`src/hw/rtl/lgaiq_pkg.sv`:
```
// Shared types and constants for the leftmost-greater index query block.
// No dependencies; every other file in hw/rtl but lgaiq_ram imports this package.
package lgaiq_pkg;

  // Fixed field widths of the ports and of the command kind.
  localparam int unsigned INDEX_W     = 10;
  localparam int unsigned HEIGHT_IN_W = 32;
  localparam int unsigned COUNT_W     = 11;
  localparam int unsigned STATUS_W    = 2;
  localparam int unsigned KIND_W      = 2;

  localparam logic [COUNT_W-1:0] COUNT_RESET = 11'd1024;

  // Depth of the command queue between the front and the back.
  localparam int unsigned QUEUE_DEPTH = 2;

  // Item mode codes.
  localparam logic MODE_LOAD  = 1'b0;
  localparam logic MODE_QUERY = 1'b1;

  // Result status codes.
  localparam logic [STATUS_W-1:0] STATUS_FOUND = 2'd0;
  localparam logic [STATUS_W-1:0] STATUS_NONE  = 2'd1;
  localparam logic [STATUS_W-1:0] STATUS_BAD   = 2'd2;

  // Command kinds passed from the front to the back.
  typedef enum logic [KIND_W-1:0] {
    CMD_LOAD   = 2'd0,
    CMD_QUERY  = 2'd1,
    CMD_RESULT = 2'd2
  } cmd_kind_e;

endpackage

```
`src/hw/rtl/lgaiq_queue.sv`:
```
// Small command queue between the front end and the back end.
// Depends on lgaiq_pkg for its depth, which must be a power of two.
module lgaiq_queue #(
  parameter int unsigned Width = 8
) (
  input  logic             clk_i,
  input  logic             rst_ni,
  input  logic             push_i,
  input  logic [Width-1:0] data_i,
  output logic             full_o,
  input  logic             pop_i,
  output logic             valid_o,
  output logic [Width-1:0] data_o
);

  import lgaiq_pkg::*;

  localparam int unsigned PtrW = (QUEUE_DEPTH > 1) ? $clog2(QUEUE_DEPTH) : 1;
  localparam int unsigned CntW = $clog2(QUEUE_DEPTH + 1);
  localparam logic [CntW-1:0] DepthC = CntW'(QUEUE_DEPTH);

  logic [Width-1:0] slot_q [QUEUE_DEPTH];
  logic [PtrW-1:0]  wr_ptr_q, rd_ptr_q;
  logic [CntW-1:0]  cnt_q;
  logic             do_push, do_pop;

  assign full_o  = (cnt_q == DepthC);
  assign valid_o = (cnt_q != '0);
  assign data_o  = slot_q[rd_ptr_q];
  assign do_push = push_i && !full_o;
  assign do_pop  = pop_i && valid_o;

  always_ff @(posedge clk_i or negedge rst_ni) begin
    if (!rst_ni) begin
      wr_ptr_q <= '0;
      rd_ptr_q <= '0;
      cnt_q    <= '0;
    end else begin
      if (do_push) begin
        wr_ptr_q <= wr_ptr_q + PtrW'(1);
      end
      if (do_pop) begin
        rd_ptr_q <= rd_ptr_q + PtrW'(1);
      end
      if (do_push && !do_pop) begin
        cnt_q <= cnt_q + CntW'(1);
      end else if (do_pop && !do_push) begin
        cnt_q <= cnt_q - CntW'(1);
      end
    end
  end

  always_ff @(posedge clk_i) begin
    if (do_push) begin
      slot_q[wr_ptr_q] <= data_i;
    end
  end

endmodule

```
`config.mk`:
```
export PLATFORM = sky130hd
export DESIGN_NAME = lgaiq_queue
export DESIGN_NICKNAME = d
export VERILOG_FILES = /design/src/hw/rtl/lgaiq_pkg.sv /design/src/hw/rtl/lgaiq_queue.sv
export SDC_FILE = /design/constraint.sdc
export NUM_CORES = 1
export LEC_CHECK = 0
export BUFFER_PORTS_ARGS = -buffer_cell sky130_fd_sc_hd__buf_2
export CAP_MARGIN = 15
export CORE_MARGIN = 2
export CORE_UTILIZATION = 56
export CTS_BUF_LIST = sky130_fd_sc_hd__clkbuf_4 sky130_fd_sc_hd__clkbuf_8
export CTS_CLUSTER_SIZE = 25
export DETAILED_ROUTE_END_ITERATION = 10
export GPL_TIMING_DRIVEN = 0
export PLACE_DENSITY = 0.85
export SYNTH_ARGS = -nofsm -noshare
export SYNTH_HDL_FRONTEND = slang
export SYNTH_SLANG_ARGS = --single-unit
```
`constraint.sdc`:
```
create_clock -name clk_i -period 4.19 [get_ports clk_i]
set_clock_uncertainty 0.15 [all_clocks]
set_input_delay 0.2095 -clock clk_i [delete_from_list [all_inputs] [get_ports clk_i]]
set_output_delay 0.2095 -clock clk_i [all_outputs]
set_load 0.01 [all_outputs]
```
==> out/qor.yml <==
outcome:
  status: "finished clean"
worst_hold_path:
  hold_path.startpoint: "pop_i"
  min_delay_path_depth: 3
  hp-class: "in2reg"
die:
  rows: 13
  io_pins: 22
  core_sq_um: 1300
  die_y_um: 41.5
  dieArea_sq_um: 1720
  initial_core_util: 0.604
  die_w_um: 41.5
synth:
  ys_ff_latch: 20
  synthesis.nets: 57
  yosysSeqAreaShare: 0.739
  syn_area_per_cell_sq_um: 17.9
  ys_warn_count: 0
  synth_top_area_cell: "edfxtp_1"
  yosysTopAreaCellShare: 0.611
  ys_types: 14
  syn_area_sq_um: 786
  netlist_top_cells_area: "edfxtp_1 (61%), dfrtp_1 (13%), mux2_1 (11%), xnor2_1 (3.3%), xor2_1 (2.2%)"
  synthCells: 44
cts:
  postCtsSetupBuffers: 0
  path_clk_slew_ns: 0.10
  clockBufferDepth: 2
  cts-resized-gates: 0
  clockRootBuffer: "clkbuf_4"
  numCtsBuffers: 3
  cts_tree: "built"
  cts_sinks: 20
  h-tree-depth: 1
  clock_latency_ns: 0.29
finish:
  antenna_cells: 0
  multi_input_area_sq_um: 193
  seqCellArea_sq_um: 581
  fill_cells: 78
  final_common_cell: "buf_2"
  drive_above_1_share: 0.372
  nNetsFinal: 92
  layout_common_cells: "buf_2 (22), edfxtp_1 (16), dlygate4sd3_1 (9)"
  syn_to_final_growth_pct: 31.1
setup_path:
  critPathLaunch: "rd_ptr_q$_DFFE_PN0P_"
  end_kind: "primary output"
  rr_worst_depth: 3
  crit_fanout: 9
  start_kind: "flip-flop"
  cp_data_required_time_ns: 3.83
  timing.rr.start: "cnt_q[0]$_DFFE_PN0P_"
  critical_path_class: "reg2out"
  crit_arrival_ns: 1.39
  setup.reg_to_reg.worst_slack_ns: 2.45
global_routing:
  grt_pass1_wl_mm: 2.32
  antenna_found_initial: 0
  grt-ovfl-total: 0
  grt_max_degree: 12
  grt_pass1_vias: 505
  track_usage: 0.187
placed_design:
  port_buffers: 21
  gp_congestion: 0.633
  dp_hpwl_um: 892
power_and_ir_drop:
  power_per_cell_area_nw_per_um2: 622
  leakage_nw: 0.433
  ir_worst_vdd_mv: 0.363
sta:
  tightest_slew_ns: 0.675
  rsz0062_at_grt: "false"
  max_freq_ghz: 0.570
  period_share: 0.419
  finalSetupViolCount: 0
  setup_tns_ns: 0
  drv_slew: 0
  slew_headroom: 0.548
  timing.hold.ws_ns: 0.0286
  hold_viol_final: 0
  finalCriticalPeriod_ns: 1.75
routing:
  vias: 475
  dr.pass1.iters: 4
  via_per_inst: 5.11
  drt_iter0_markers: 12
  wl_mm: 1.39
  drc: 0
  ant_nets: 0
  wl_per_cell_um: 14.9
run:
  drv_cap: 0
-- cell usage after synthesis --
library cell,number
dfrtp_1,4
xnor2_1,3
xor2_1,2
nand2b_1,1
inv_1,2
nor2_1,2
or2_4,1
buf_2,1
nand2_2,1
mux2_1,8
edfxtp_1,16
ha_1,1
nand2_4,1
and3_1,1
-- timing repair --
item	4_1_cts	5_1_grt
hold buffers	9	0
setup endpoints to repair	0	0
hold endpoints to repair	20	0
-- where the power goes --
part	total (mW)	switching, mW	internal (mW)
Clock	0.0976	0.0541	0.0435
Sequential	0.305	0.0269	0.278
Combinational	0.238	0.127	0.111
-- kinds of logic (layout without fill, tap and decap cells) --
family,after synthesis,count (layout),synth area share
muxes,8,8,0.115
buffers and inverters,3,37,0.0159
and+or+nand+nor,7,7,0.0589
xor gates and xnor gates,5,5,0.0557
DFF,20,20,0.739
adders and majority gates,1,1,0.0159
-- critical path: stages, from the launching register on --
cell     delay, ns
dfrtp_1       0.36
buf_2         0.24
mux2_1        0.36
buf_2         0.15
-- routing by layer --
| metal | up-vias | routed length, um | global-route usage |
|---|---|---|---|
| met5 | - | 0 | 0 |
| met4 | 0 | 20 | 0.0387 |
| met3 | 2 | 98 | 0.0391 |
| met2 | 22 | 752 | 0.372 |
| met1 | 226 | 514 | 0.198 |
| li1 | 225 | - | - |
-- flip-flops by register name, indices dropped and copies added, names as in the netlist --
register  flops
slot_q       16
cnt_q         2
rd_ptr_q      1
wr_ptr_q      1
-- cell type report --
cell class / instances / share of cell area
repair buffers: 30 / 0.190
plain buffers: 1 / 0.00486
clock buffers: 4 / 0.0292
well taps: 15 / 0.0182
multi-input cells: 21 / 0.187
flip-flops and latches: 20 / 0.564
inverters: 2 / 0.00729
-- metrics by stage --
stage               setup WS [ns]   util  cells  power, mW  cell area, sq um
finish                       2.44  0.791     93      0.641              1030
global route                 2.34  0.791     93      0.681              1030
CTS                          2.44  0.791     93      0.639              1030
detailed placement           2.46  0.699     80      0.537               910
global placement             2.49  0.699     80      0.524               910
floorplan                    2.68      -     44      0.459               786
-- worst paths after layout --
check                                              end
worst min-delay path              rd_ptr_q$_DFFE_PN0P_
worst max-delay path                         data_o[0]
worst max register to register  slot_q[0][3]$_DFFE_PP_
worst min register to register    cnt_q[1]$_DFFE_PN0P_
max in group asynchronous         rd_ptr_q$_DFFE_PN0P_
min in group asynchronous         wr_ptr_q$_DFFE_PN0P_
Note: power is estimated with default switching activity, not from simulation.
