$ cat src/hw/rtl/lgaiq_pkg.sv
// Shared types and constants for the leftmost-greater index query block.
// No dependencies; every other file in hw/rtl but lgaiq_ram imports this package.
package lgaiq_pkg;

  // Fixed field widths of the ports and of the command kind.
  localparam int unsigned INDEX_W     = 10;
  localparam int unsigned HEIGHT_IN_W = 32;
  localparam int unsigned COUNT_W     = 11;
  localparam int unsigned STATUS_W    = 2;
  localparam int unsigned KIND_W      = 2;

  localparam logic [COUNT_W-1:0] COUNT_RESET = 11'd1024;

  // Depth of the command queue between the front and the back.
  localparam int unsigned QUEUE_DEPTH = 2;

  // Item mode codes.
  localparam logic MODE_LOAD  = 1'b0;
  localparam logic MODE_QUERY = 1'b1;

  // Result status codes.
  localparam logic [STATUS_W-1:0] STATUS_FOUND = 2'd0;
  localparam logic [STATUS_W-1:0] STATUS_NONE  = 2'd1;
  localparam logic [STATUS_W-1:0] STATUS_BAD   = 2'd2;

  // Command kinds passed from the front to the back.
  typedef enum logic [KIND_W-1:0] {
    CMD_LOAD   = 2'd0,
    CMD_QUERY  = 2'd1,
    CMD_RESULT = 2'd2
  } cmd_kind_e;

endpackage

$ cat src/hw/rtl/lgaiq_front.sv
// Front end: accepts items, range-checks and orders query indices, and
// turns each item into a command for the queue. Depends on lgaiq_pkg.
module lgaiq_front #(
  parameter int unsigned MAX_BUILDINGS = 1024,
  parameter int unsigned HEIGHT_BITS   = 32,
  localparam int unsigned AW   = $clog2(MAX_BUILDINGS),
  localparam int unsigned CW   = $clog2(MAX_BUILDINGS + 1),
  localparam int unsigned CmdW = lgaiq_pkg::KIND_W + lgaiq_pkg::STATUS_W + 2 * AW + CW
                                 + HEIGHT_BITS
) (
  input  logic                               in_valid_i,
  output logic                               in_ready_o,
  input  logic                               mode_i,
  input  logic [lgaiq_pkg::INDEX_W-1:0]      first_index_i,
  input  logic [lgaiq_pkg::INDEX_W-1:0]      second_index_i,
  input  logic [lgaiq_pkg::HEIGHT_IN_W-1:0]  height_value_i,
  input  logic [lgaiq_pkg::COUNT_W-1:0]      building_count_i,
  input  logic                               q_full_i,
  output logic                               q_push_o,
  output logic [CmdW-1:0]                    cmd_o
);

  import lgaiq_pkg::*;

  localparam int unsigned WW = (CW > COUNT_W) ? CW : COUNT_W;
  localparam logic [WW-1:0] MaxW = WW'(MAX_BUILDINGS);

  typedef struct packed {
    cmd_kind_e               kind;
    logic [STATUS_W-1:0]     status;
    logic [AW-1:0]           lo;
    logic [AW-1:0]           hi;
    logic [CW-1:0]           limit;
    logic [HEIGHT_BITS-1:0]  height;
  } cmd_t;

  cmd_t          cmd;
  logic [WW-1:0] count_w, eff_w, a_w, b_w, lo_w, hi_w;
  logic          accept, drop;

  assign count_w = WW'(building_count_i);
  assign eff_w   = (count_w > MaxW) ? MaxW : count_w;
  assign a_w     = WW'(first_index_i);
  assign b_w     = WW'(second_index_i);
  assign lo_w    = (a_w < b_w) ? a_w : b_w;
  assign hi_w    = (a_w < b_w) ? b_w : a_w;

  always_comb begin
    cmd        = '0;
    cmd.kind   = CMD_LOAD;
    cmd.lo     = AW'(first_index_i);
    cmd.height = HEIGHT_BITS'(height_value_i);
    if (mode_i == MODE_QUERY) begin
      cmd.limit = CW'(eff_w);
      cmd.lo    = AW'(lo_w);
      cmd.hi    = AW'(hi_w);
      if ((a_w >= eff_w) || (b_w >= eff_w)) begin
        cmd.kind   = CMD_RESULT;
        cmd.status = STATUS_BAD;
        cmd.hi     = '0;
      end else if (lo_w == hi_w) begin
        // Equal indices answer with the index itself, no heights needed.
        cmd.kind   = CMD_RESULT;
        cmd.status = STATUS_FOUND;
      end else begin
        cmd.kind = CMD_QUERY;
      end
    end
  end

  // Loads past the end of the store are taken and then dropped.
  assign drop       = (mode_i == MODE_LOAD) && (a_w >= MaxW);
  assign in_ready_o = !q_full_i;
  assign accept     = in_valid_i && !q_full_i;
  assign q_push_o   = accept && !drop;
  assign cmd_o      = cmd;

endmodule

$ cat config.mk
export PLATFORM = sky130hd
export DESIGN_NAME = lgaiq_front
export DESIGN_NICKNAME = d
export VERILOG_FILES = /design/src/hw/rtl/lgaiq_pkg.sv /design/src/hw/rtl/lgaiq_front.sv
export SDC_FILE = /design/constraint.sdc
export NUM_CORES = 1
export LEC_CHECK = 0
export ABC_AREA = 1
export BUFFER_PORTS_ARGS = -buffer_cell sky130_fd_sc_hd__buf_2
export CORE_MARGIN = 2
export CORE_UTILIZATION = 37
export DETAILED_ROUTE_END_ITERATION = 8
export GPL_TIMING_DRIVEN = 0
export PLACE_DENSITY = 0.81
export SLEW_MARGIN = 20
export SYNTH_ARGS = -nofsm -noshare
export SYNTH_HDL_FRONTEND = slang
export SYNTH_SLANG_ARGS = --single-unit
$ cat constraint.sdc
create_clock -name vclk -period 2.7
set_clock_uncertainty 0.1 [all_clocks]
set_input_delay 0.54 -clock vclk [all_inputs]
set_output_delay 0.54 -clock vclk [all_outputs]
set_load 0.005 [all_outputs]
==> results.md, run 1 <==
Status:
- The flow ran to the end, but the final reports show violations.
- The checks that failed: setup timing.

Synth:
- The cell area after technology mapping is 0.00162 mm2.
- The per-instance average area after synthesis is 5.81 um2.
- After technology mapping, the gate count stands at 278.
- The post-synthesis net count is 374.
- Yosys attributes the largest share of cell area to sky130_fd_sc_hd__ha_1 23%, sky130_fd_sc_hd__nand2_1 18%, sky130_fd_sc_hd__buf_4 16%, sky130_fd_sc_hd__inv_1 9.3%, sky130_fd_sc_hd__nor2_1 9.3%.
- The number of distinct library cells after synthesis is 23.
- Summing the sequential cell areas from Yosys gives 0% of the chip area.
- The library cell occupying the most area in the post-synthesis netlist is sky130_fd_sc_hd__ha_1.
- The area share of the largest cell type after synthesis is 23.2%.
- During synthesis, Yosys emitted a total of 0 warnings.

Detailed routing:
- The topmost layer with routed signal wires is met4.
- The routed design uses 2990 um of met2 wire.
- After detailed routing, the average wire length per cell comes to 12.6 um.
- For this block, wires on met1 add up to 2120 um.
- The antenna violation net count after detailed routing is 0.
- Across all layers, the routed design uses 2161 vias.
- Summed over all nets, wire length on met3 after detailed routing comes to 365 um.
- The post-detailed-routing wire length is 5630 um.
- After detailed routing, the number of remaining DRC violations is 0.
- The number of iterations in the first detailed-routing pass is 4.
- Using the TritonRoute via totals, the vias-per-cell ratio works out to 4.83.
- The violation count after the first detailed-routing iteration is 84.

STA:
- Final hold analysis gives a worst-case slack of 1.14 ns.
- After layout, the worst path uses 119% of the clock period.
- Setup repair after global routing could not meet its margin everywhere.
- The total count of hold-check failures in the final report was 0.
- The final max-slew violation count came to 0.
- Setup violations remaining at the end of the flow were counted as 23.
- Timing would allow up to 0.312 GHz.
- The worst setup margin is -0.509 ns.
- After layout, the minimum clock period comes to 3.21 ns.

Die:
- The I/O pin count is 135.
- The core region is 0.00426 mm2.
- For this configuration, the core starts out at a cell density of 37.9%.
- The die outline area is 0.00491 mm2.
- The floorplan has 24 rows.
- Measured along the y axis, the die boundary spans 70.1 um.
- The die is 70.1 um wide.

Run:
- Max-cap violations in this run came to 0.

Critical path:
- On the worst path, the slowest cell contributes a delay of 0.26 ns.
- The required time of the critical path is 2.06 ns.
- The critical path goes through buf_8 > nor2_4 > and3_4 > nand3_4 > nand2_8 > nand2_8 > ha_4 > nand2_4 > inv_2 > nand2_2 > nand2_2 > nand2_2 > nand3_2 > nor2_4 > nand3_4 > buf_8 > nor2_2 > buf_2.
- The number of buffers and inverters on the critical path is 4.
- Data arrives at the worst endpoint at 2.57 ns.
- In this run the worst path has a maximum fanout of 5.
- In this design, the largest share of critical-path delay is due to simple AND/OR/NAND/NOR gates.
- The slowest library cell on the worst path is sky130_fd_sc_hd__ha_4.
- The library cell appearing most often on the critical path is sky130_fd_sc_hd__nand2_2.
- The worst setup path is launched from a primary input.
- STA classifies the critical path endpoint as an output port.
- The worst setup path is of the primary input to output port kind.

Global routing:
- The first global-routing pass estimated 8140 um of wire.
- The number of antenna violations at the first check in global routing is 0.
- The combined global-route utilization of all metal layers is 19.2%.
- Entering global routing, the biggest net connects 11 pins.
- The total grt overflow is 0.
- The via count of the first global-routing pass is 1977.

Power and ir drop:
- The leakage power is 1.60 nW.
- The worst ir drop on vdd is 0.0771 mV.
- Dividing total power by cell area gives a power density of 187 mW/mm2.

Layout:
- The final design area excluding fillers is 0.00278 mm2.
- The utilization after layout is 65.1%.
- In the final layout, the share of cells above drive strength 1 is 58.5%.
- The layout filler cell count is 363.
- The number of nets in the final layout is 493.
- The sequential cells in the finished layout cover a total of 0 um2.
- 0 antenna diodes ended up in the layout.
- The design has 0 sequential cells.
- The clock tree buffer count of the final layout is 0.
- For this run, the number of standard cells in the final layout without fillers is 447.
- From synthesis to final layout, the design area changed by 71.9%.

Place:
- The half-perimeter wire length of the detailed placement result is 4120 um.
- The instance area after placement is 0.00230 mm2.
- The final weighted congestion in routability-driven placement is 0.830.
- The total placed cells including tap cells is 432.
- Port buffering added 102 buffers.

Worst hold path:
- The worst hold path class is primary input to output port.
## cells in the mapped netlist, types with 2 or more instances
cell                       n
sky130_fd_sc_hd__buf_4    34
sky130_fd_sc_hd__nor2_4    2
sky130_fd_sc_hd__inv_1    40
sky130_fd_sc_hd__nand3_1  13
sky130_fd_sc_hd__o21ai_1   6
sky130_fd_sc_hd__nand2_2   3
sky130_fd_sc_hd__ha_1     30
sky130_fd_sc_hd__nor2_1   40
sky130_fd_sc_hd__nand4_1   4
sky130_fd_sc_hd__buf_6     3
sky130_fd_sc_hd__nand3_4   2
sky130_fd_sc_hd__o21ai_2  10
sky130_fd_sc_hd__nand2_1  77
sky130_fd_sc_hd__a21oi_1   5
## area by class of cell
class,count,area (um2),area share [%]
buffer,37,297,10.7
multi-input combinational,201,1600,57.5
timing repair buffer,116,664,23.9
inverter,41,154,5.54
tap,52,65.1,2.34
## power breakdown
part / total, mW / internal, mW / switching (mW)
combinational: 0.518 / 0.246 / 0.272
clock: 0 / 0 / 0
sequential: 0 / 0 / 0
## cell usage in the layout (no fill, tap or decap)
cell / synthesis / layout
sky130_fd_sc_hd__buf_2: 0 / 96
sky130_fd_sc_hd__nand3_4: 2 / 4
sky130_fd_sc_hd__nand4_1: 4 / 4
sky130_fd_sc_hd__nand2_8: 0 / 5
sky130_fd_sc_hd__nand2_1: 77 / 56
sky130_fd_sc_hd__buf_8: 0 / 3
sky130_fd_sc_hd__nor2_4: 2 / 11
sky130_fd_sc_hd__o21bai_1: 1 / 1
sky130_fd_sc_hd__nand3_2: 0 / 4
sky130_fd_sc_hd__a21oi_1: 5 / 4
sky130_fd_sc_hd__a21oi_2: 0 / 1
sky130_fd_sc_hd__clkinv_1: 1 / 1
sky130_fd_sc_hd__ha_1: 30 / 20
sky130_fd_sc_hd__nor2_2: 1 / 7
sky130_fd_sc_hd__nand2_2: 3 / 16
sky130_fd_sc_hd__nand3_1: 13 / 7
sky130_fd_sc_hd__nand2_4: 0 / 4
sky130_fd_sc_hd__inv_1: 40 / 37
sky130_fd_sc_hd__nor3_4: 0 / 1
sky130_fd_sc_hd__conb_1: 1 / 1
sky130_fd_sc_hd__ha_4: 0 / 10
sky130_fd_sc_hd__and3_4: 0 / 1
sky130_fd_sc_hd__buf_4: 34 / 46
sky130_fd_sc_hd__nor2_1: 40 / 25
sky130_fd_sc_hd__buf_6: 3 / 8
sky130_fd_sc_hd__o21ai_2: 10 / 11
sky130_fd_sc_hd__inv_2: 0 / 3
sky130_fd_sc_hd__o21ai_1: 6 / 6
sky130_fd_sc_hd__a21o_1: 1 / 1
sky130_fd_sc_hd__nand3b_1: 1 / 1
## routing by layer
metal,vias to the layer above,track usage [%]
met2,94,38.1
met3,14,0.866
met4,0,3.42
met1,974,22.7
met5,-,0
li1,1079,-
## worst paths after layout
path	start	to	depth (start not counted)
max	building_count_i[3]	cmd_o[52]	18
min	height_value_i[20]	cmd_o[20]	2
## through the flow
| step | setup WS, ns | power (mW) | setup TNS, ns |
|---|---|---|---|
| floorplan | -0.0171 | 0.262 | -0.171 |
| global placement | -0.448 | 0.399 | -5.32 |
| detailed placement | -0.490 | 0.409 | -6.05 |
| CTS | -0.469 | 0.451 | -5.58 |
| global route | -0.603 | 0.567 | -8.91 |
| finish | -0.509 | 0.518 | -6.89 |
## cells by family after synthesis
| kind of cell | count (synthesis) | share of synthesized area [%] |
|---|---|---|
| AO/OA/AOI/OAI | 24 | 10.1 |
| AND/OR/NAND/NOR | 145 | 39.0 |
| buffers and inverters | 78 | 27.4 |
| other | 1 | 0.232 |
| adder cells (fa/ha/maj) | 30 | 23.2 |
## timing repair
item                       in CTS  in global routing
setup buffers                   7                  6
gates cloned                    2                  0
pin swaps                      11                 24
gates resized for setup        24                 51
setup endpoints to repair      23                 23
hold buffers                    0                  0
Note: power is estimated with default switching activity, not from simulation.
==> run 2, diff against run 1 <==
--- a/config.mk
+++ b/config.mk
@@ -5,13 +5,13 @@
 export SDC_FILE = /design/constraint.sdc
 export NUM_CORES = 1
 export LEC_CHECK = 0
-export ABC_AREA = 1
 export BUFFER_PORTS_ARGS = -buffer_cell sky130_fd_sc_hd__buf_2
+export CORE_ASPECT_RATIO = 1.1
 export CORE_MARGIN = 2
-export CORE_UTILIZATION = 37
+export CORE_UTILIZATION = 36
 export DETAILED_ROUTE_END_ITERATION = 8
 export GPL_TIMING_DRIVEN = 0
-export PLACE_DENSITY = 0.81
+export PLACE_DENSITY = 0.82
 export SLEW_MARGIN = 20
 export SYNTH_ARGS = -nofsm -noshare
 export SYNTH_HDL_FRONTEND = slang
==> run 2 against run 1 <==
  * The run still ends with setup timing left
  * Hold slack better by 0.0011 ns
  * Power increased by 8.9%
  * Design area increased by 3.3%
  * Area after synthesis fell by 9.7%
  * Critical path depth fell by 8
  * Flip-flop and latch count did not move
  * Global-route usage rose by 5.8 points
  * First-iteration DRC count down 37%
  * Die area fell by 6.8%
  * Synthesized cell count shrank 34%
  * Sequential share of layout area unchanged
  * Critical path type unchanged
  * Highest routed layer unchanged
==> results.md, run 2 <==
Status:
- The run finished, with violations left.
- The final reports fail on setup timing.

Synth:
- The synthesized instance count came to 184 (-34%).
- The parity-gate share of the synthesized area counting xor and xnor cells is 0% (unchanged).
- Yosys instantiated no cell more often than sky130_fd_sc_hd__buf_4.
- The number of distinct library cells after synthesis is 33 (+43%).
- After synthesis, the largest family of logic cells by area is adder cells.
- The adder and majority cell fraction of the synthesized area was 25.7% (+2.5 points).
- Ranked by total cell area, the synthesized netlist is headed by sky130_fd_sc_hd__ha_1 26%, sky130_fd_sc_hd__buf_4 17%, sky130_fd_sc_hd__mux2_4 9.3%, sky130_fd_sc_hd__mux2i_1 7.5%, sky130_fd_sc_hd__nand2b_1 5.6%.
- The library cell occupying the most area in the post-synthesis netlist is sky130_fd_sc_hd__ha_1.
- By count the netlist is led by 33 x sky130_fd_sc_hd__buf_4, 30 x sky130_fd_sc_hd__ha_1, 14 x sky130_fd_sc_hd__inv_1.
- The area share of the largest cell type after synthesis is 25.7% (+2.5 points).
- The simple-gate share of the synthesized area came to 22.9% (-16 points).
- The portion of netlist area occupied by mux cells was 16.8% (+17 points).
- The sequential-to-total area share from yosys stat is 0% (unchanged).
- The post-synthesis net count is 280 (-25%).
- The count of synthesis-stage warnings from yosys is 0 (unchanged).
- The cell area after technology mapping is 0.00146 mm2 (-9.7%).
- The per-instance average area after synthesis is 7.93 um2 (+36%).
- The complex-gate fraction of the synthesized area is 11.6% (+1.5 points).

Die:
- The die outline area is 0.00458 mm2 (-6.8%).
- The standard-cell row count was 24 (unchanged).
- The vertical die dimension came to 70.8 um (+0.98%).
- The I/O pin count is 135 (unchanged).
- The initial core utilization came to 37.1% (-0.79 points).
- The core area was 0.00393 mm2 (-7.7%).
- The width of the die is 64.7 um (-7.7%).

Layout:
- The utilization after layout is 72.9% (+7.8 points).
- The share of cells above drive strength 1 is 75.6% (+17 points).
- The most common library cell in the layout ignoring fill and taps is sky130_fd_sc_hd__buf_2.
- The number of nets in the final layout is 401 (-19%).
- The area growth from synthesis to layout is 96.6%.
- The diode insertion count for antenna repair is 0 (unchanged).
- The total area of sequential cells came to 0 um2 (unchanged).
- The layout sequential cell count was 0 (unchanged).
- The clock tree buffer count of the final layout is 0 (unchanged).
- The top cell types in the final layout, fill and taps aside, are 77 x sky130_fd_sc_hd__buf_2, 48 x sky130_fd_sc_hd__buf_4, 19 x sky130_fd_sc_hd__buf_6, 16 x sky130_fd_sc_hd__ha_4, 13 x sky130_fd_sc_hd__ha_1.

Detailed routing:
- The antenna violation net count after detailed routing is 0 (unchanged).
- The number of iterations in the first detailed-routing pass was 4 (unchanged).
- The mean number of vias per cell is 5.17 (+7.0%).
- The detailed-route DRC error count is 0 (unchanged).
- The violation count after the first detailed-routing iteration is 53 (-37%).
- The post-detailed-routing wire length is 6240 um (+11%).
- The number of vias in the routed layout is 1837 (-15%).
- The mean routed wirelength per cell is 17.6 um (+40%).

Place:
- The final weighted congestion in routability-driven placement is 0.791 (-4.7%).
- The half-perimeter wire length of the detailed placement result was 3850 um (-6.6%).
- The number of port buffers came to 102 (unchanged).

Global routing:
- The number of antenna violations at the first check in global routing is 0 (unchanged).
- The total grt overflow is 0 (unchanged).
- The via count of the first global-routing pass is 1856 (-6.1%).
- The global-route wire length before repair is 9220 um (+13%).
- The pin count of the biggest net entering global routing is 11 (unchanged).
- The combined global-route utilization of all metal layers is 25.1% (+5.8 points).

Power and ir drop:
- The post-layout total power is 0.564 mW (+8.9%).
- The worst ir drop on vdd is 0.0930 mV (+21%).
- The areal power density over the cells is 197 mW/mm2 (+5.4%).
- The leakage power is 1.47 nW (-8.2%).

Critical path:
- The required time of the critical path is 2.06 ns (about the same).
- The data arrival time of the worst path is 2.47 ns (-0.10 ns).
- The critical path start-end classification is primary input to output port.
- STA classifies the critical path endpoint as an output port.
- The startpoint kind of the worst setup timing path is a primary input.
- The maximum fanout along the worst path is 5 (unchanged).

Clocking:
- The quantity of hold-fixing buffers added after cts is 0 (unchanged).

Worst hold path:
- The cell depth of the worst hold path is 2 (unchanged).
- The worst hold path belongs to the class primary input to output port.

STA:
- The number of endpoints failing setup at the final stage came to 23 (unchanged).
- The worst setup margin is -0.408 ns (+0.101 ns).
- The total count of hold-check failures in the final report came to 0 (unchanged).
- The maximum frequency from static timing analysis was 0.322 GHz (+3.3%).
- The final max-slew violation count is 0 (unchanged).
- The final period demand of the worst path is 3.11 ns (-0.101 ns).
- The fraction of the cycle the final worst path needs is 115% (-3.8 points).
- Setup repair after global routing could not meet its margin everywhere.

Run:
- The max capacitance violation total was 0 (unchanged).
-- run 2: cell count changes after synthesis, sizes merged, moves of 11 or more --
| cell | before | now |
|---|---|---|
| o21ai | 17 | 5 |
| nand3 | 15 | 1 |
| nor2 | 43 | 9 |
| nand2b | 0 | 13 |
| mux2i | 0 | 11 |
| nand2 | 80 | 2 |
| inv | 40 | 14 |
| and2 | 0 | 11 |
-- run 2: where the power goes --
group          switching [mW]  internal, mW
clock network               0             0
registers                   0             0
logic                   0.250         0.314
-- run 2: worst paths after layout --
path,slack (ns),end,start
worst max-delay path,-0.41,cmd_o[51],building_count_i[10]
worst min-delay path,1.15,cmd_o[15],height_value_i[15]
-- run 2: area by class of cell --
type,count,area [um2]
inverters,14,62.6
multi-input cells,134,1620
well taps,52,65.1
repair buffers,119,833
fillers,277,1070
plain buffers,36,288
-- run 2: critical path, cell delays in order --
cell and delay (ns):
sky130_fd_sc_hd__buf_12 0.11, sky130_fd_sc_hd__nor2b_4 0.17, sky130_fd_sc_hd__ha_1 0.28, sky130_fd_sc_hd__nand2b_1 0.18, sky130_fd_sc_hd__a211o_1 0.30, sky130_fd_sc_hd__a211oi_4 0.29
sky130_fd_sc_hd__buf_4 0.18, sky130_fd_sc_hd__o21ai_4 0.10, sky130_fd_sc_hd__nor3_2 0.18, sky130_fd_sc_hd__buf_2 0.14
-- run 2: cells by family (layout without fill, tap and decap cells) --
group | after synthesis | in the layout
adders and majority gates | 30 | 30
other | 1 | 1
AOI/OAI and AO/OA | 23 | 24
buffers and inverters | 51 | 169
muxes | 20 | 20
and+or+nand+nor | 59 | 59
-- run 2: through the flow --
step | setup TNS [ns] | instances | setup WS [ns] | hold WS, ns | cell area, um2
floorplan | 0 | 184 | 0.0123 | 1.01 | 1580
global placement | -9.21 | 338 | -0.465 | 1.15 | 2160
detailed placement | -10.20 | 338 | -0.495 | 1.15 | 2160
CTS | -4.30 | 355 | -0.237 | 1.15 | 2790
global route | -7.65 | 355 | -0.423 | 1.15 | 2870
finish | -6.31 | 355 | -0.408 | 1.15 | 2870
-- run 2: metal layers --
layer | vias to the layer above | track usage, % | wire length [um]
met1 | 852 | 30.6 | 2330
met5 | - | 0 | 0
li1 | 864 | - | -
met4 | 0 | 3.31 | 144
met2 | 109 | 47.3 | 3320
met3 | 12 | 3.50 | 435
-- run 2: timing repair --
action / CTS / global route
resized for setup: 102 / 16
setup buffers: 13 / 0
gates cloned: 5 / 0
setup endpoints to repair: 23 / 23
pin swaps: 26 / 7
==> run 3, diff against run 2 <==
--- a/config.mk
+++ b/config.mk
@@ -5,13 +5,14 @@
 export SDC_FILE = /design/constraint.sdc
 export NUM_CORES = 1
 export LEC_CHECK = 0
+export ABC_AREA = 1
 export BUFFER_PORTS_ARGS = -buffer_cell sky130_fd_sc_hd__buf_2
 export CORE_ASPECT_RATIO = 1.1
 export CORE_MARGIN = 2
-export CORE_UTILIZATION = 36
+export CORE_UTILIZATION = 37
 export DETAILED_ROUTE_END_ITERATION = 8
 export GPL_TIMING_DRIVEN = 0
-export PLACE_DENSITY = 0.82
+export PLACE_DENSITY = 0.81
 export SLEW_MARGIN = 20
 export SYNTH_ARGS = -nofsm -noshare
 export SYNTH_HDL_FRONTEND = slang
==> run 3 against run 2 <==
  * Routed wire length is 22% lower
  * Largest power group unchanged
  * Die area is 7.3% higher
  * Sequential share of layout area stayed put
  * Critical endpoint is now cmd_o[65]
  * Via count is 13% higher
  * Critical path type unchanged
  * Cell count is 25% higher
  * Hold slack worse by 0.00085 ns
  * Worst setup slack worse by 0.084 ns
  * Combinational power is 12% lower
  * Critical path depth is 6 higher
  * The flow still finishes with violations (setup timing)
==> results.md, run 3 (same netlist as run 1, synthesis figures left out) <==
STA:
- Setup repair after global routing could not meet its margin everywhere.
- The final max-slew violation count is 0 (unchanged).
- The final period demand of the worst path is 3.19 ns (+0.0836 ns).
- The number of endpoints failing setup at the final stage came to 15 (-35%).
- The total count of hold-check failures in the final report was 0 (unchanged).
- The maximum frequency from static timing analysis is 0.313 GHz (-2.6%).
- The worst setup margin is -0.491 ns (-0.0836 ns).
- The fraction of the cycle the final worst path needs is 118% (+3.1 points).

Layout:
- The clock tree buffer count of the final layout is 0 (unchanged).
- The number of nets in the final layout is 487 (+21%).
- The total area of sequential cells is 0 um2 (unchanged).
- The share of cells above drive strength 1 came to 55.8% (-20 points).
- The total area of multi-input combinational cells was 0.00159 mm2 (-1.6%).
- The layout filler cell count was 382 (+38%).
- The area growth from synthesis to layout is 70.1%.
- The most common library cell in the layout ignoring fill and taps is sky130_fd_sc_hd__buf_2.
- The layout sequential cell count came to 0 (unchanged).
- The diode insertion count for antenna repair is 0 (unchanged).
- In the layout the commonest cells are 96 x sky130_fd_sc_hd__buf_2, 63 x sky130_fd_sc_hd__nand2_1, 39 x sky130_fd_sc_hd__buf_4, 38 x sky130_fd_sc_hd__inv_1, 24 x sky130_fd_sc_hd__nor2_1.
- The final non-filler cell total is 443 (+25%).
- The final design area excluding fillers was 0.00275 mm2 (-4.2%).

Global routing:
- The via count of the first global-routing pass was 1715 (-7.6%).
- The pin count of the biggest net entering global routing is 11 (unchanged).
- The number of antenna violations at the first check in global routing is 0 (unchanged).
- The global-route wire length before repair was 7030 um (-24%).
- The total grt overflow is 0 (unchanged).
- The combined global-route utilization of all metal layers is 17.5% (-7.6 points).

Die:
- The initial core utilization is 38.0% (+0.88 points).
- The die outline area is 0.00491 mm2 (+7.3%).
- The I/O pin count is 135 (unchanged).
- The vertical die dimension is 73.3 um (+3.6%).
- The standard-cell row count is 25 (+4.2%).
- The core area came to 0.00425 mm2 (+8.1%).
- The width of the die is 67 um (+3.6%).

Place:
- The instance area after placement is 0.00230 mm2 (+6.9%).
- The total placed cells including tap cells is 434 (+28%).
- The half-perimeter wire length of the detailed placement result is 3960 um (+2.6%).
- The number of port buffers is 102 (unchanged).
- The final weighted congestion in routability-driven placement is 0.866 (+9.4%).

Power and ir drop:
- The share of total power in combinational logic came to 100.0% (about the same).
- The leakage power was 1.57 nW (+7.0%).
- The sequential cell fraction of total power is 0% (unchanged).
- The clock group share of total power is 0% (unchanged).
- The net load switching power is 0.256 mW (+2.4%).
- The worst ir drop on vdd is 0.0864 mV (-7.1%).
- The net switching fraction of the power is 51.5% (+7.1 points).
- The internal power contribution is 0.241 mW (-23%).
- The areal power density over the cells came to 181 mW/mm2 (-7.9%).

Critical path:
- The data arrival time of the worst path is 2.55 ns (+0.08 ns).
- The startpoint kind of the worst setup timing path is a primary input.
- The maximum fanout along the worst path is 5 (unchanged).
- The worst setup path is captured at an output port.
- The required time of the critical path is 2.06 ns (about the same).
- The critical path start-end classification is primary input to output port.

Status:
- The run finished, with violations left.
- The final reports fail on setup timing.

Detailed routing:
- The antenna violation net count after detailed routing came to 0 (unchanged).
- The number of vias in the routed layout is 2082 (+13%).
- The number of iterations in the first detailed-routing pass is 4 (unchanged).
- The mean routed wirelength per cell was 11.0 um (-37%).
- The violation count after the first detailed-routing iteration is 40 (-25%).
- The mean number of vias per cell is 4.70 (-9.2%).
- The detailed-route DRC error count is 0 (unchanged).
- The post-detailed-routing wire length was 4870 um (-22%).

Run:
- The max capacitance violation total was 0 (unchanged).

Worst hold path:
- The worst hold path belongs to the class primary input to output port.

Clocking:
- The quantity of hold-fixing buffers added after cts is 0 (unchanged).
## run 3: final cells by class
cell class,instances,area share (%)
Tap cell,54,2.46
Timing Repair Buffer,110,23.0
Buffer,37,11.0
Inverter,41,5.60
Multi-Input combinational cell,201,58.0
## run 3: stage by stage
| step | setup WS, ns | power, mW | hold slack (ns) | utilization (%) | TNS, ns |
|---|---|---|---|---|---|
| 6_report | -0.491 | 0.498 | 1.14 | 64.6 | -5.89 |
| 2_1_floorplan | -0.0171 | 0.262 | 1.01 | - | -0.171 |
| 3_3_place_gp | -0.454 | 0.398 | 1.15 | 54.2 | -5.30 |
| 4_1_cts | -0.421 | 0.453 | 1.15 | 59.6 | -4.95 |
| 3_5_place_dp | -0.491 | 0.407 | 1.15 | 54.2 | -5.88 |
| 5_1_grt | -0.590 | 0.553 | 1.15 | 64.6 | -8.56 |
## run 3: power groups by stage
stage	Combinational, mW	Clock (mW)	Sequential (mW)
final	0.498	0	0
after global routing	0.553	0	0
after CTS	0.453	0	0
after detailed placement	0.407	0	0
after global placement	0.398	0	0
after floorplan	0.262	0	0
## run 3: worst paths after layout
kind / from / end / slack (ns) / cells past startpoint
setup / recovery: building_count_i[4] / cmd_o[65] / -0.49 / 16
hold / removal: height_value_i[18] / cmd_o[18] / 1.14 / 2
## run 3: per-layer routing
layer	GRT usage, %	part of all wire, %	vias up
li1	-	-	1073
met4	2.04	0.18	0
met3	0.153	6.4	2
met1	20.9	40	925
met5	0	0	-
met2	35.1	54	82
## run 3: repair_timing
action                     CTS  global route
pin swaps                   20            19
resized for setup           34            35
buffers inserted             5             3
setup endpoints to repair   23            23
gates cloned                 2             0
## run 3: critical path, cell delays in order
cell,delay (ns)
sky130_fd_sc_hd__buf_12,0.10
sky130_fd_sc_hd__nor2_4,0.09
sky130_fd_sc_hd__and3_4,0.20
sky130_fd_sc_hd__nand3_4,0.10
sky130_fd_sc_hd__nand2_8,0.18
sky130_fd_sc_hd__nand2_8,0.08
sky130_fd_sc_hd__ha_4,0.23
sky130_fd_sc_hd__a21oi_2,0.14
sky130_fd_sc_hd__nand2_1,0.09
sky130_fd_sc_hd__nand2_2,0.09
sky130_fd_sc_hd__nand3_2,0.07
sky130_fd_sc_hd__nor2_2,0.15
sky130_fd_sc_hd__nand3_4,0.12
sky130_fd_sc_hd__buf_12,0.17
sky130_fd_sc_hd__nor2_4,0.07
sky130_fd_sc_hd__buf_2,0.11
